$ cat config.mk
export PLATFORM = sky130hd
export DESIGN_NAME = channel_alarm_event_classifier
export DESIGN_NICKNAME = d
export VERILOG_FILES = /design/src/sv/caec_pkg.sv /design/src/sv/caec_run_store.sv /design/src/sv/channel_alarm_event_classifier.sv
export VERILOG_INCLUDE_DIRS = /design/src /design/src/sv
export SDC_FILE = /design/constraint.sdc
export NUM_CORES = 1
export LEC_CHECK = 0
export BUFFER_PORTS_ARGS = -buffer_cell sky130_fd_sc_hd__buf_2
export CORE_MARGIN = 2
export CORE_UTILIZATION = 40
export CTS_CLUSTER_SIZE = 28
export DETAILED_ROUTE_END_ITERATION = 8
export SYNTH_ARGS = -nofsm -noshare
export SYNTH_HDL_FRONTEND = slang
export SYNTH_HIERARCHICAL = 1
export SYNTH_SLANG_ARGS = --single-unit
$ cat constraint.sdc
create_clock -name clk -period 9.3 [get_ports clk]
set_input_delay 1.86 -clock clk [delete_from_list [all_inputs] [get_ports clk]]
set_output_delay 1.86 -clock clk [all_outputs]
set_load 0.1 [all_outputs]
$ cat src/sv/channel_alarm_event_classifier_macros.svh
// Assertion helpers for the alarm event classifier.
`ifndef CHANNEL_ALARM_EVENT_CLASSIFIER_MACROS_SVH
`define CHANNEL_ALARM_EVENT_CLASSIFIER_MACROS_SVH

// Same-cycle implication, disabled while in reset.
`define CAEC_ASSERT_IMPLIES(label, clk, rst_n, ante, cons, msg) \
  label: assert property (@(posedge clk) disable iff (!rst_n) (ante) |-> (cons)) \
    else $error(msg);

// Next-cycle implication, disabled while in reset.
`define CAEC_ASSERT_NEXT(label, clk, rst_n, ante, cons, msg) \
  label: assert property (@(posedge clk) disable iff (!rst_n) (ante) |=> (cons)) \
    else $error(msg);

`endif

$ cat src/sv/caec_pkg.sv
package caec_pkg;

  localparam int CHANNEL_COUNT = 8;
  localparam int SLOT_W = (CHANNEL_COUNT > 1) ? $clog2(CHANNEL_COUNT) : 1;
  localparam int CFG_IDX_W = 4;

  // register map
  typedef enum logic [CFG_IDX_W-1:0] {
    REG_CENTRE_CODE       = 4'd0,
    REG_ALARM_DEVIATION   = 4'd1,
    REG_GUARD_DEVIATION   = 4'd2,
    REG_LONG_ALARM_FRAMES = 4'd3
  } cfg_reg_t;

  localparam logic [15:0] CENTRE_CODE_RST       = 16'd32768;
  localparam logic [15:0] ALARM_DEVIATION_RST   = 16'd1638;
  localparam logic [15:0] GUARD_DEVIATION_RST   = 16'd328;
  localparam logic [7:0]  LONG_ALARM_FRAMES_RST = 8'd60;

  // event kinds
  localparam logic [1:0] KIND_GUARD = 2'd0;
  localparam logic [1:0] KIND_ALARM = 2'd1;
  localparam logic [1:0] KIND_LONG  = 2'd2;

  localparam logic [7:0] RUN_MAX = 8'hFF;

  typedef struct packed {
    logic [15:0] sample;
    logic [2:0]  channel;
    logic        frame_first;
    logic        frame_last;
  } in_item_t;

  typedef struct packed {
    logic [1:0]         event_kind;
    logic [2:0]         event_channel;
    logic signed [15:0] level;
    logic [31:0]        event_index;
  } out_item_t;

  // write port of the run count store
  typedef struct packed {
    logic              en;
    logic [SLOT_W-1:0] addr;
    logic [7:0]        data;
  } run_wr_t;

endpackage

$ cat src/sv/caec_run_store.sv
module caec_run_store (
  input  logic              clk,
  input  logic              rst_n,
  input  logic              rd_en,
  input  logic [caec_pkg::SLOT_W-1:0] rd_addr,
  input  caec_pkg::run_wr_t wr,
  output logic [7:0]        rd_data
);
  import caec_pkg::*;

  logic [7:0]               mem [CHANNEL_COUNT];
  logic [CHANNEL_COUNT-1:0] valid_r;
  logic [7:0]               mem_q_r;
  logic                     vld_q_r;
  logic                     byp_hit_r;
  logic [7:0]               byp_data_r;

  // per-entry valid bits stand in for clearing the counts at reset
  always_ff @(posedge clk) begin
    if (!rst_n) begin
      valid_r <= '0;
    end else if (wr.en) begin
      valid_r[wr.addr] <= 1'b1;
    end
  end

  always_ff @(posedge clk) begin
    if (wr.en) begin
      mem[wr.addr] <= wr.data;
    end
    if (rd_en) begin
      mem_q_r    <= mem[rd_addr];
      vld_q_r    <= valid_r[rd_addr];
      // write landing on the same edge as the read: forward it
      byp_hit_r  <= wr.en && (wr.addr == rd_addr);
      byp_data_r <= wr.data;
    end
  end

  assign rd_data = byp_hit_r ? byp_data_r : (vld_q_r ? mem_q_r : 8'd0);

endmodule

$ cat src/sv/channel_alarm_event_classifier.sv
// Channel     Ports                                  Direction  Moves
// input       in_valid, in_stall, in_item            in         one sample item
// result      out_valid, out_stall, out_item         out        one event item
// config      cfg_valid, cfg_ready, cfg_index/data   in         one register write
//
// One item per cycle while in_stall is low; the run count is read as an item is accepted
// into the classify stage; an event it raises is then registered into the output register.
// A write-to-read bypass on the run count store keeps back-to-back frames on one
// channel exact.
// Synchronous reset restores the registers; valid bits make all run counts read zero.
// in_stall rises only when the classify stage holds an event behind a full, stalled output.

`include "channel_alarm_event_classifier_macros.svh"

module channel_alarm_event_classifier (
  input  logic                clk,
  input  logic                rst_n,
  // sample items
  input  logic                in_valid,
  output logic                in_stall,
  input  caec_pkg::in_item_t  in_item,
  // event items
  output logic                out_valid,
  input  logic                out_stall,
  output caec_pkg::out_item_t out_item,
  // register writes
  input  logic                cfg_valid,
  output logic                cfg_ready,
  input  logic [caec_pkg::CFG_IDX_W-1:0] cfg_index,
  input  logic [15:0]         cfg_data
);
  import caec_pkg::*;

  // ---------------- configuration registers ----------------
  logic [15:0] centre_r;
  logic [15:0] alarm_dev_r;
  logic [15:0] guard_dev_r;
  logic [7:0]  long_frames_r;

  assign cfg_ready = 1'b1;

  always_ff @(posedge clk) begin
    if (!rst_n) begin
      centre_r      <= CENTRE_CODE_RST;
      alarm_dev_r   <= ALARM_DEVIATION_RST;
      guard_dev_r   <= GUARD_DEVIATION_RST;
      long_frames_r <= LONG_ALARM_FRAMES_RST;
    end else if (cfg_valid && cfg_ready) begin
      unique case (cfg_index)
        REG_CENTRE_CODE:       centre_r      <= cfg_data;
        REG_ALARM_DEVIATION:   alarm_dev_r   <= cfg_data;
        REG_GUARD_DEVIATION:   guard_dev_r   <= cfg_data;
        REG_LONG_ALARM_FRAMES: long_frames_r <= cfg_data[7:0];
        default: ;  // unmapped index, write dropped
      endcase
    end
  end

  // ---------------- input stage: deviation and magnitude ----------------
  logic                in_acc;
  logic [16:0]         diff0;
  logic signed [15:0]  dev0;
  logic [16:0]         mag0;
  logic [SLOT_W-1:0]   slot0;

  assign in_acc = in_valid && !in_stall;
  assign diff0  = {1'b0, in_item.sample} - {1'b0, centre_r};

  // saturate the 17 bit difference into 16 bit signed
  always_comb begin
    if (diff0[16] != diff0[15]) begin
      dev0 = diff0[16] ? 16'sh8000 : 16'sh7FFF;
    end else begin
      dev0 = diff0[15:0];
    end
  end

  // 17 bits so the most negative deviation gives a magnitude of 32768
  assign mag0  = dev0[15] ? (17'd0 - {1'b1, dev0}) : {1'b0, dev0};
  assign slot0 = SLOT_W'(in_item.channel % CHANNEL_COUNT);

  // ---------------- run count store ----------------
  run_wr_t    run_wr;
  logic [7:0] runs;

  caec_run_store u_runs (
    .clk     (clk),
    .rst_n   (rst_n),
    .rd_en   (in_acc),
    .rd_addr (slot0),
    .wr      (run_wr),
    .rd_data (runs)
  );

  // ---------------- classify stage ----------------
  logic               s1_v_r;
  logic signed [15:0] s1_dev_r;
  logic [16:0]        s1_mag_r;
  logic [2:0]         s1_ch_r;
  logic [SLOT_W-1:0]  s1_slot_r;
  logic               s1_first_r;
  logic               s1_last_r;

  // frame state, shared across channels as frames arrive one after another
  logic signed [15:0] peak_r, peak_nxt;
  logic [16:0]        peak_mag_r, peak_mag_nxt;
  logic               alarmed_r, alarmed_nxt;
  logic [31:0]        total_r;

  logic               out_v_r;
  out_item_t          out_item_r;

  logic               out_free;
  logic               s1_go;
  logic               emit;
  logic [1:0]         kind;
  logic signed [15:0] level;
  run_wr_t            s1_wr;
  logic               alarm_hit;
  logic               mid_alarm;
  logic [7:0]         runs_inc;
  logic               eff_alarmed;
  logic signed [15:0] eff_peak;
  logic [16:0]        eff_pmag;

  assign out_free = !out_v_r || !out_stall;

  always_comb begin
    emit         = 1'b0;
    kind         = KIND_GUARD;
    level        = s1_dev_r;
    s1_wr        = '0;
    mid_alarm    = 1'b0;
    peak_nxt     = peak_r;
    peak_mag_nxt = peak_mag_r;
    alarmed_nxt  = alarmed_r;

    alarm_hit = s1_mag_r >= {1'b0, alarm_dev_r};
    runs_inc  = (runs == RUN_MAX) ? runs : runs + 8'd1;

    // a first sample reseeds the frame before any end-of-frame step
    eff_alarmed = s1_first_r ? 1'b0 : alarmed_r;
    eff_peak    = s1_first_r ? s1_dev_r : peak_r;
    eff_pmag    = s1_first_r ? s1_mag_r : peak_mag_r;

    if (s1_first_r) begin
      peak_nxt     = s1_dev_r;
      peak_mag_nxt = s1_mag_r;
      alarmed_nxt  = 1'b0;
    end

    if (!s1_first_r && !s1_last_r && !alarmed_r) begin
      if (alarm_hit) begin
        mid_alarm   = 1'b1;
        alarmed_nxt = 1'b1;
        s1_wr       = '{en: 1'b1, addr: s1_slot_r, data: runs_inc};
        emit        = 1'b1;
        kind        = (runs_inc < long_frames_r) ? KIND_ALARM : KIND_LONG;
      end else if (s1_mag_r > peak_mag_r) begin
        peak_nxt     = s1_dev_r;
        peak_mag_nxt = s1_mag_r;
      end
    end

    // end of a quiet frame: clear the run, maybe report the peak
    if (s1_last_r && !eff_alarmed) begin
      s1_wr = '{en: 1'b1, addr: s1_slot_r, data: 8'd0};
      if (eff_pmag >= {1'b0, guard_dev_r}) begin
        emit  = 1'b1;
        level = eff_peak;
        if (eff_pmag < {1'b0, alarm_dev_r}) begin
          kind = KIND_GUARD;
        end else begin
          kind = (long_frames_r != 8'd0) ? KIND_ALARM : KIND_LONG;
        end
      end
    end
  end

  assign s1_go    = s1_v_r && (!emit || out_free);
  assign in_stall = s1_v_r && !s1_go;

  always_comb begin
    run_wr    = s1_wr;
    run_wr.en = s1_wr.en && s1_go;
  end

  always_ff @(posedge clk) begin
    if (!rst_n) begin
      s1_v_r     <= 1'b0;
      peak_r     <= '0;
      peak_mag_r <= '0;
      alarmed_r  <= 1'b0;
      total_r    <= '0;
      out_v_r    <= 1'b0;
    end else begin
      if (in_acc) begin
        s1_v_r <= 1'b1;
      end else if (s1_go) begin
        s1_v_r <= 1'b0;
      end
      if (s1_go) begin
        peak_r     <= peak_nxt;
        peak_mag_r <= peak_mag_nxt;
        alarmed_r  <= alarmed_nxt;
      end
      if (s1_go && emit) begin
        total_r <= total_r + 32'd1;
        out_v_r <= 1'b1;
      end else if (out_v_r && !out_stall) begin
        out_v_r <= 1'b0;
      end
    end
  end

  always_ff @(posedge clk) begin
    if (in_acc) begin
      s1_dev_r   <= dev0;
      s1_mag_r   <= mag0;
      s1_ch_r    <= in_item.channel;
      s1_slot_r  <= slot0;
      s1_first_r <= in_item.frame_first;
      s1_last_r  <= in_item.frame_last;
    end
    if (s1_go && emit) begin
      out_item_r.event_kind    <= kind;
      out_item_r.event_channel <= s1_ch_r;
      out_item_r.level         <= level;
      out_item_r.event_index   <= total_r;
    end
  end

  assign out_valid = out_v_r;
  assign out_item  = out_item_r;

  // ---------------- checks ----------------
  `CAEC_ASSERT_IMPLIES(a_stall_needs_item, clk, rst_n, in_stall, s1_v_r && emit && !out_free, "input stalled without a blocked event")
  `CAEC_ASSERT_NEXT(a_index_counts, clk, rst_n, s1_go && emit, total_r == $past(total_r) + 32'd1, "event number did not advance")
  `CAEC_ASSERT_IMPLIES(a_alarm_writes_run, clk, rst_n, s1_go && mid_alarm, run_wr.en && (run_wr.data != 8'd0), "alarm did not bump the run count")

endmodule

==> results of run 1 <==
cell type report:
type	count	area [µm²]	area share (%)
inverters	85	319	1.90
clock buffers	43	946	5.62
clock inverters	17	186	1.11
repair buffers	108	563	3.35
well taps	468	586	3.48
flip-flops and latches	304	7810	46.4
multi-input cells	911	6420	38.1
cells in the final DEF, fill, tap and decap left out, types with 17 or more instances in the layout:
cell / netlist / routed
ha_1: 92 / 92
nand2_1: 198 / 198
clkbuf_16: 0 / 35
a21oi_1: 44 / 44
xnor2_1: 34 / 34
nor2_1: 40 / 40
and2_1: 27 / 27
mux2_2: 17 / 17
nand3_1: 51 / 51
inv_1: 82 / 82
nor2b_1: 22 / 21
xor2_1: 25 / 25
a21boi_0: 48 / 48
o21ai_0: 88 / 88
dfxtp_1: 132 / 132
nand4_1: 24 / 24
buf_2: 11 / 99
edfxtp_1: 172 / 172
cells by family after synthesis:
logic type / count (synthesis) / synth area share, %
flip-flops: 304 / 52.8
AND/OR/NAND/NOR: 435 / 14.2
buffers and inverters: 141 / 3.91
AO/OA/AOI/OAI: 266 / 11.6
adder cells (fa/ha/maj): 93 / 7.92
multiplexers: 56 / 5.99
other: 2 / 0.0508
XOR/XNOR: 59 / 3.50
cell usage after synthesis (6+ instances only):
cell type / instances
nand4_1: 24
o21ai_1: 6
a22o_1: 7
and3_1: 13
o21ai_0: 88
a21boi_0: 48
nor2b_1: 22
clkbuf_1: 39
and2_1: 27
nor3_1: 17
a21oi_1: 44
edfxtp_1: 172
nand3_1: 51
nand2_1: 198
xnor2_1: 34
mux2i_1: 12
inv_1: 82
nor2_1: 40
buf_2: 11
a211oi_1: 8
nand2b_1: 7
xor2_1: 25
mux4_2: 9
o21a_1: 13
mux2_2: 17
dfxtp_1: 132
or3_1: 7
o211ai_1: 12
mux4_1: 9
ha_1: 92
a21o_1: 16
mux2_4: 9
per-layer routing:
layer / routed length, µm / GRT usage, % / up-vias / share of wire, %
li1: - / - / 5026 / -
met1: 17100 / 26.5 / 4752 / 51
met2: 14100 / 25.9 / 216 / 42
met3: 1450 / 2.34 / 44 / 4.4
met4: 631 / 4.55 / 0 / 1.9
met5: 0 / 0 / - / 0
per-stage QoR:
step / hold slack (ns) / std cells / utilization, % / setup WS (ns) / total power [µW]
after detailed placement: 0.433 / 1876 / 43.0 / 2.18 / 2200
after global routing: 0.463 / 1936 / 46.1 / 2.13 / 3690
after floorplan: 0.417 / 1356 / - / 2.05 / 2040
after CTS: 0.447 / 1936 / 46.1 / 2.68 / 3560
after global placement: 0.434 / 1876 / 43.0 / 2.33 / 2190
final: 0.444 / 1936 / 46.1 / 2.62 / 3530
worst min-delay path by stage:
stage | startpoint | to | slack, ns
after floorplan | total_r[31] | out_item[31] | 0.42
after global placement | total_r[31] | out_item[31] | 0.43
after detailed placement | total_r[31] | out_item[31] | 0.43
after CTS | total_r[31] | out_item[31] | 0.45
after global routing | total_r[31] | out_item[31] | 0.46
final | total_r[31] | out_item[31] | 0.44
power breakdown:
part	switching, µW	leakage, µW	internal (µW)
clock network	523	0.000560	830
logic	405	0.00312	197
registers	56.5	0.00266	1510
sequential cells by signal (all words and copies together) (netlist names), 16 cells and up:
signal	cells
total_r	32
peak_mag_r	17
guard_dev_r	16
alarm_dev_r	16
centre_r	16
u_runs/mem	64
peak_r	16
s1_dev_r	16
s1_mag_r	16
out_item	53
worst max-delay path, delay by kind of cell:
| kind | cells | cell delay, ns |
|---|---|---|
| AOI/OAI and AO/OA | 12 | 2.59 |
| xor gates and xnor gates | 1 | 0.15 |
| adders and majority gates | 3 | 1.44 |
| buffers and inverters | 1 | 0.10 |
| and+or+nand+nor | 4 | 0.77 |
==> flow_summary.toml, run 1 <==
[critical_path]
cp-start-kind = "input port"
endpoint_kind = "flop"
r2r_setup_slack_ns = 3.71
max_stage_delay_ns = 0.79
worstRegToRegCells = 21
r2r_end = "s1_mag_r[14]"
crit_end = "s1_mag_r[14]"
path_cells = "buf_2 > ha_1 > o21ai_0 > a21oi_1 > o31a_1 > o41ai_1 > o21ai_0 > a21o_1 > a21o_1 > xor2_1 > ha_1 > nand2_1 > o21ai_0 > ha_1 > nand2_1 > nor3_1 > a32o_1 > o221a_2 > nor4bb_1 > o21a_1 > o211ai_1"
worst-setup-path-type = "input port to flop"
cp-startpoint = "in_item[7]"
arrival_ns = 6.91
critPathSlowestCell = "ha_1"
required_ns = 9.54
cp_max_fo = 31
r2r-start = "centre_r[2]"

[timing]
max_freq_ghz = 0.150
hold_viol = 0
slew_viol_final = 0
rsz0062_at_grt = "no"
period_share_pct = 71.8
fin_tns_setup_ns = 0
max_slew_margin_pct = 16.7
fin_crit_ns = 6.68
setup_viol = 0
tightest_slew_ns = 1.24
skew_ns = 0.0233

[floorplanning]
pin_count = 102
num_rows = 70
die_area_mm2 = 0.0385
die_x_um = 196
die_h_um = 196
start_util_pct = 40.5
core_mm2 = 0.0365

[synth]
synth_largest_area_cell = "edfxtp_1"
ys_seq_area_share_pct = 52.8
synth-seq-cells = 304
yosys_warnings = 6
synth.area.top_cells = "edfxtp_1 35%, dfxtp_1 18%, ha_1 7.8%"
synth.distinct_cells = 73
netlist.area_leader.share_pct = 34.9
syn_avg_cell_area_um2 = 10.9
syn_nets = 1495
synth-main-ff-cell = "edfxtp_1"
synth-edff-count = 172
syn_inst = 1356
syn_area_mm2 = 0.0148
async_reset_ff_share_pct = 0

[clock_tree]
clkSlewWorstSetupHoldPaths_ns = 0.06
clockBufferDepth = 3
cts_tree = "done"
htree_levels = 2
clockRootBuffer = "clkbuf_16"
ctsHoldBuffers = 0
postCtsSetupRepairBufs = 0
cts_buffers = 34
cts_resized = 0
cts_sinks = 304
clk-insertion-delay-late_ns = 0.51

[detailed_routing]
num_vias = 10038
drt_iter0_drc = 714
vias_per_cell = 5.18
drt_wl_total_um = 33200
drtPass1Iterations = 5
drc = 0
wl_per_cell_um = 17.2
ant_nets = 0

[global_route]
grt_start_max_net_pins = 91
grt_pass1_wl_um = 52400
grt_antenna_before_repair = 0
grt_use_total_pct = 17.4
grt_pass1_vias = 9491
grt_overflow = 0

[final_layout]
nNetsFinal = 1583
syn2layout_area_growth_pct = 13.8
final_cell_area_mm2 = 0.0168
n_antenna_cell = 0
nFillCells = 3322
drive_above_1_share_pct = 14.4

[place]
gp_congestion = 0.841
portBuffers = 100
placed_area_mm2 = 0.0157
hpwl_um = 23300

[min_path]
hp-class = "flop to flop"
holdPathStages = 0

[run]
maxCapViolations = 0

[pwr]
powerDensity_mw_per_mm2 = 210
ir_drop_mv = 0.0947
p_leak_uw = 0.00634

[run_status]
status = "complete, no violations"
(Power assumes the default switching activity.)
==> run 2, diff against run 1 <==
==> constraint.sdc (replaced) <==
create_clock -name clk -period 6.1 [get_ports clk]
set_input_delay 1.22 -clock clk [delete_from_list [all_inputs] [get_ports clk]]
set_output_delay 1.22 -clock clk [all_outputs]
set_load 0.1 [all_outputs]
==> flow_summary.toml, run 2 (synthesis results as in run 1) <==
[run_status]
status = "complete, no violations"

[clock_tree]
cts_resized = 0
clockBufferDepth = 3
clockRootBuffer = "clkbuf_16"
cts_sinks = 304
clk-insertion-delay-late_ns = 0.51
postCtsSetupRepairBufs = 0
cts_buffers = 34
ctsHoldBuffers = 0
clkSlewWorstSetupHoldPaths_ns = 0.06
htree_levels = 2
cts_tree = "done"

[min_path]
holdPathStages = 0
hp-class = "flop to flop"
hold_end = "out_item[50]"
min_from = "s1_slot_r[2]"

[global_route]
grt_use_total_pct = 17.2
grt_antenna_before_repair = 2
grt_pass1_wl_um = 52100
grt_overflow = 0
grt_start_max_net_pins = 103
grt_pass1_vias = 9461

[timing]
tightest_slew_ns = 1.27
skew_ns = 0.0111
max_freq_ghz = 0.180
setup_ws_ns = 0.532
hold_viol = 0
fin_crit_ns = 5.57
max_slew_margin_pct = 14.8
fin_tns_setup_ns = 0
setup_viol = 0
rsz0062_at_grt = "no"
period_share_pct = 91.3
slew_viol_final = 0

[place]
place_ws_ns = 0.0801
placed_area_mm2 = 0.0157
portBuffers = 100
hpwl_um = 23300
gp_congestion = 0.846

[final_layout]
final_common_cell = "nand2_1"
final-seq-area_mm2 = 0.00781
largest_register_ff_count = 64
final_cell_area_mm2 = 0.0169
nNetsFinal = 1588
drive_above_1_share_pct = 14.9
max_flop_register = "u_runs/mem"
multi_input_area_mm2 = 0.00642
n_antenna_cell = 0
final_cell_mix = "198 x nand2_1, 172 x edfxtp_1, 132 x dfxtp_1"
nFillCells = 3371
syn2layout_area_growth_pct = 14.3

[critical_path]
worst-path-buf-inv = 1
required_ns = 6.35
endpoint_kind = "flop"
critPathSlowestCell = "o41ai_1"
worstRegToRegCells = 20
worst-setup-path-type = "input port to flop"
r2r_setup_slack_ns = 0.98
path_cells = "buf_2 > ha_1 > o21ai_0 > a21oi_1 > o31a_1 > o41ai_1 > o21ai_0 > a21o_1 > a21o_1 > xor2_1 > ha_1 > o21ai_0 > ha_1 > nand2_1 > nor3_1 > a32o_1 > o221a_2 > nor4bb_1 > o21a_1 > o211ai_1"
cp-start-kind = "input port"
r2r-start = "centre_r[2]"
critPathTopFamily = "compound AO/OA/AOI/OAI gates"
arrival_ns = 5.81
r2r_end = "s1_mag_r[14]"
max_stage_delay_ns = 0.51
cp_max_fo = 8

[detailed_routing]
drt_iter0_drc = 676
num_vias = 10097
vias_per_cell = 5.20
drc = 0
drt_wl_total_um = 33300
ant_nets = 0
drtPass1Iterations = 4
wl_per_cell_um = 17.1

[floorplanning]
die_area_mm2 = 0.0385
die_x_um = 196
core_mm2 = 0.0365
pin_count = 102
start_util_pct = 40.5
die_h_um = 196
num_rows = 70

[pwr]
ir_drop_mv = 0.181
powerDensity_mw_per_mm2 = 321
p_leak_uw = 0.00638
p_sw_uw = 1510
pwr-share-comb_pct = 17.1
swShare_pct = 27.8
pwr-share-seq_pct = 44.2
p_clk_share_pct = 38.7
power.internal_uw = 3910

[run]
maxCapViolations = 0
[run 2: changes by cell type in the layout (fill, tap and decap cells not counted), moves of 2 or more]
cell and change:
buf_4 +5, clkinv_1 -3, clkbuf_1 +2, clkbuf_8 +2
clkinv_2 -2
[run 2: cell type report]
| class | instances | share of cell area, % |
|---|---|---|
| inverters | 85 | 1.89 |
| clock inverters | 14 | 1.07 |
| clock buffers | 47 | 5.81 |
| well taps | 468 | 3.47 |
| flip-flops and latches | 304 | 46.2 |
| repair buffers | 113 | 3.55 |
| multi-input cells | 911 | 38.0 |
[run 2: worst max path at each step]
stage / startpoint / to / cells past startpoint
4_1_cts: s1_first_r / in_stall / 9
2_1_floorplan: in_item[7] / s1_mag_r[14] / 23
5_1_grt: s1_first_r / in_stall / 9
3_3_place_gp: in_item[7] / s1_mag_r[14] / 20
3_5_place_dp: in_item[7] / s1_mag_r[14] / 20
6_report: in_item[7] / s1_mag_r[14] / 20
[run 2: power groups by stage]
stage,registers [µW],clock network (µW),logic [µW]
final,2400,2100,924
after floorplan,2570,0,538
after detailed placement,2440,0,923
after global placement,2440,0,907
after global routing,2410,2240,1020
after CTS,2400,2150,927
[run 2: metrics by stage]
stage / hold WS [ns] / utilization (%) / cells / total power, µW
after floorplan: 0.417 / - / 1356 / 3110
after global placement: 0.435 / 43.1 / 1881 / 3350
after detailed placement: 0.436 / 43.1 / 1881 / 3360
after CTS: 0.451 / 46.3 / 1942 / 5480
after global routing: 0.466 / 46.3 / 1942 / 5670
final: 0.445 / 46.3 / 1942 / 5420
[run 2: routing by layer]
layer	up-vias	global-route usage (%)	share of wire (%)
met5	-	0	0.066
met2	207	25.9	43
met3	45	2.60	4.4
met1	4798	25.8	51
li1	5043	-	-
met4	4	4.60	2.0
==> run 3, diff against run 2 <==
==> constraint.sdc (replaced) <==
create_clock -name clk -period 5.5 [get_ports clk]
set_input_delay 1.1 -clock clk [delete_from_list [all_inputs] [get_ports clk]]
set_output_delay 1.1 -clock clk [all_outputs]
set_load 0.1 [all_outputs]
==> flow_summary.toml, run 3 (synthesis results as in run 1) <==
[critical_path]
r2r-start = "centre_r[1]"
cp-start-kind = "flop"
endpoint_kind = "output port"
worstRegToRegCells = 21
required_ns = 4.40
cp_max_fo = 18
r2r_setup_slack_ns = 0.85
path_cells = "buf_4 > nand2_1 > o21ai_0 > ha_1 > nand4_1 > a2111oi_0 > a211oi_1 > o22ai_2 > a21oi_4 > nor3b_2 > buf_2"
r2r_end = "s1_mag_r[14]"
max_stage_delay_ns = 0.66
arrival_ns = 3.90
critPathSlowestCell = "edfxtp_1"
worst-setup-path-type = "flop to output port"

[final_layout]
final_common_cell = "nand2_1"
drive_above_1_share_pct = 16.0
n_antenna_cell = 0
final_cell_mix = "198 x nand2_1, 172 x edfxtp_1, 132 x dfxtp_1"
final_cell_area_mm2 = 0.0170
largest_register_ff_count = 64
nNetsFinal = 1599
max_flop_register = "u_runs/mem"
nFillCells = 3350
syn2layout_area_growth_pct = 15.3

[clock_tree]
cts_sinks = 304
cts_buffers = 36
clk-insertion-delay-late_ns = 0.52
clockBufferDepth = 3
clockRootBuffer = "clkbuf_16"
ctsHoldBuffers = 0
cts_tree = "done"
clkSlewWorstSetupHoldPaths_ns = 0.06
htree_levels = 2

[min_path]
hold_end = "out_item[31]"
min_from = "total_r[31]"
holdPathStages = 0
hp-class = "flop to flop"

[detailed_routing]
drt_iter0_drc = 640
drc = 0
wl_per_cell_um = 17.0
drtPass1Iterations = 5
vias_per_cell = 5.16
drt_wl_total_um = 33200
ant_nets = 0
num_vias = 10099

[pwr]
powerDensity_mw_per_mm2 = 355
p_leak_uw = 0.00646
ir_drop_mv = 0.192

[timing]
skew_ns = 0.0206
max_freq_ghz = 0.200
rsz0062_at_grt = "no"
period_share_pct = 91.0
fin_crit_ns = 5.00
hold_viol = 0
setup_viol = 0
tightest_slew_ns = 1.31
fin_tns_setup_ns = 0
max_slew_margin_pct = 12.1
slew_viol_final = 0

[floorplanning]
num_rows = 70
die_h_um = 196
die_area_mm2 = 0.0385
pin_count = 102
start_util_pct = 40.5
die_x_um = 196
core_mm2 = 0.0365

[global_route]
grt_start_max_net_pins = 109
grt_pass1_vias = 9438
grt_use_total_pct = 17.3
grt_antenna_before_repair = 1
grt_pass1_wl_um = 52500
grt_overflow = 0

[place]
hpwl_um = 23400
gp_congestion = 0.892
portBuffers = 100
placed_area_mm2 = 0.0158

[run_status]
status = "complete, no violations"

[run]
maxCapViolations = 0
==> run 3: cell types whose count changed in the layout (fill, tap and decap cells not counted), moves of 3 or more <==
cell | previous run | this run
o21ai_0 | 88 | 85
inv_6 | 1 | 4
buf_4 | 14 | 20
clkinv_4 | 1 | 4
==> run 3: layout make-up <==
class                           instances  area (µm²)  share of cell area [%]
Clock buffer                           49        1030                    6.05
Clock inverter                         17         164                   0.962
Inverter                               85         319                    1.87
Multi-Input combinational cell        911        6440                    37.8
Sequential cell                       304        7810                    45.8
Tap cell                              468         586                    3.44
Timing Repair Buffer                  122         697                    4.09
==> run 3: timing repair <==
action | 4_1_cts | 5_1_grt
gates resized for setup | 0 | 0
buffers inserted | 0 | 1
endpoints found under the setup margin | 0 | 1
==> run 3: metrics by stage <==
stage	setup WS [ns]	utilization, %	hold slack, ns	instances	total power (µW)
after global routing	0.186	46.7	0.454	1956	6320
after floorplan	0.0106	-	0.417	1356	3460
after detailed placement	0.0421	43.4	0.435	1889	3730
after CTS	0.235	46.6	0.449	1955	6100
after global placement	0.155	43.4	0.438	1889	3720
final	0.495	46.7	0.447	1956	6050
==> run 3: worst max path at each step <==
| stage | from | to | slack, ns |
|---|---|---|---|
| detailed placement | in_item[7] | s1_mag_r[14] | 0.04 |
| CTS | s1_first_r | in_stall | 0.24 |
| global route | in_item[7] | s1_mag_r[14] | 0.19 |
| global placement | in_item[7] | s1_mag_r[14] | 0.15 |
| finish | s1_first_r | in_stall | 0.50 |
| floorplan | in_item[7] | s1_mag_r[14] | 0.01 |
==> run 3: layer usage <==
layer / vias to the layer above / wire length [µm] / GRT usage [%]
li1: 5068 / - / -
met2: 198 / 14400 / 26.2
met3: 34 / 1400 / 2.34
met1: 4797 / 16800 / 26.1
met4: 2 / 531 / 4.32
met5: - / 11 / 0
==> run 3: critical path, delay by kind of cell, from the launching register on <==
family,cells,cell delay [ns]
and+or+nand+nor,3,0.51
AOI/OAI and AO/OA,5,1.03
DFF,1,0.66
buffers and inverters,2,0.78
adders and majority gates,1,0.40
==> run 3: report_power, final <==
group          total, µW  internal, µW  switching [µW]
Clock               2360          1420             938
Combinational       1040           355             688
Sequential          2650          2560            88.0
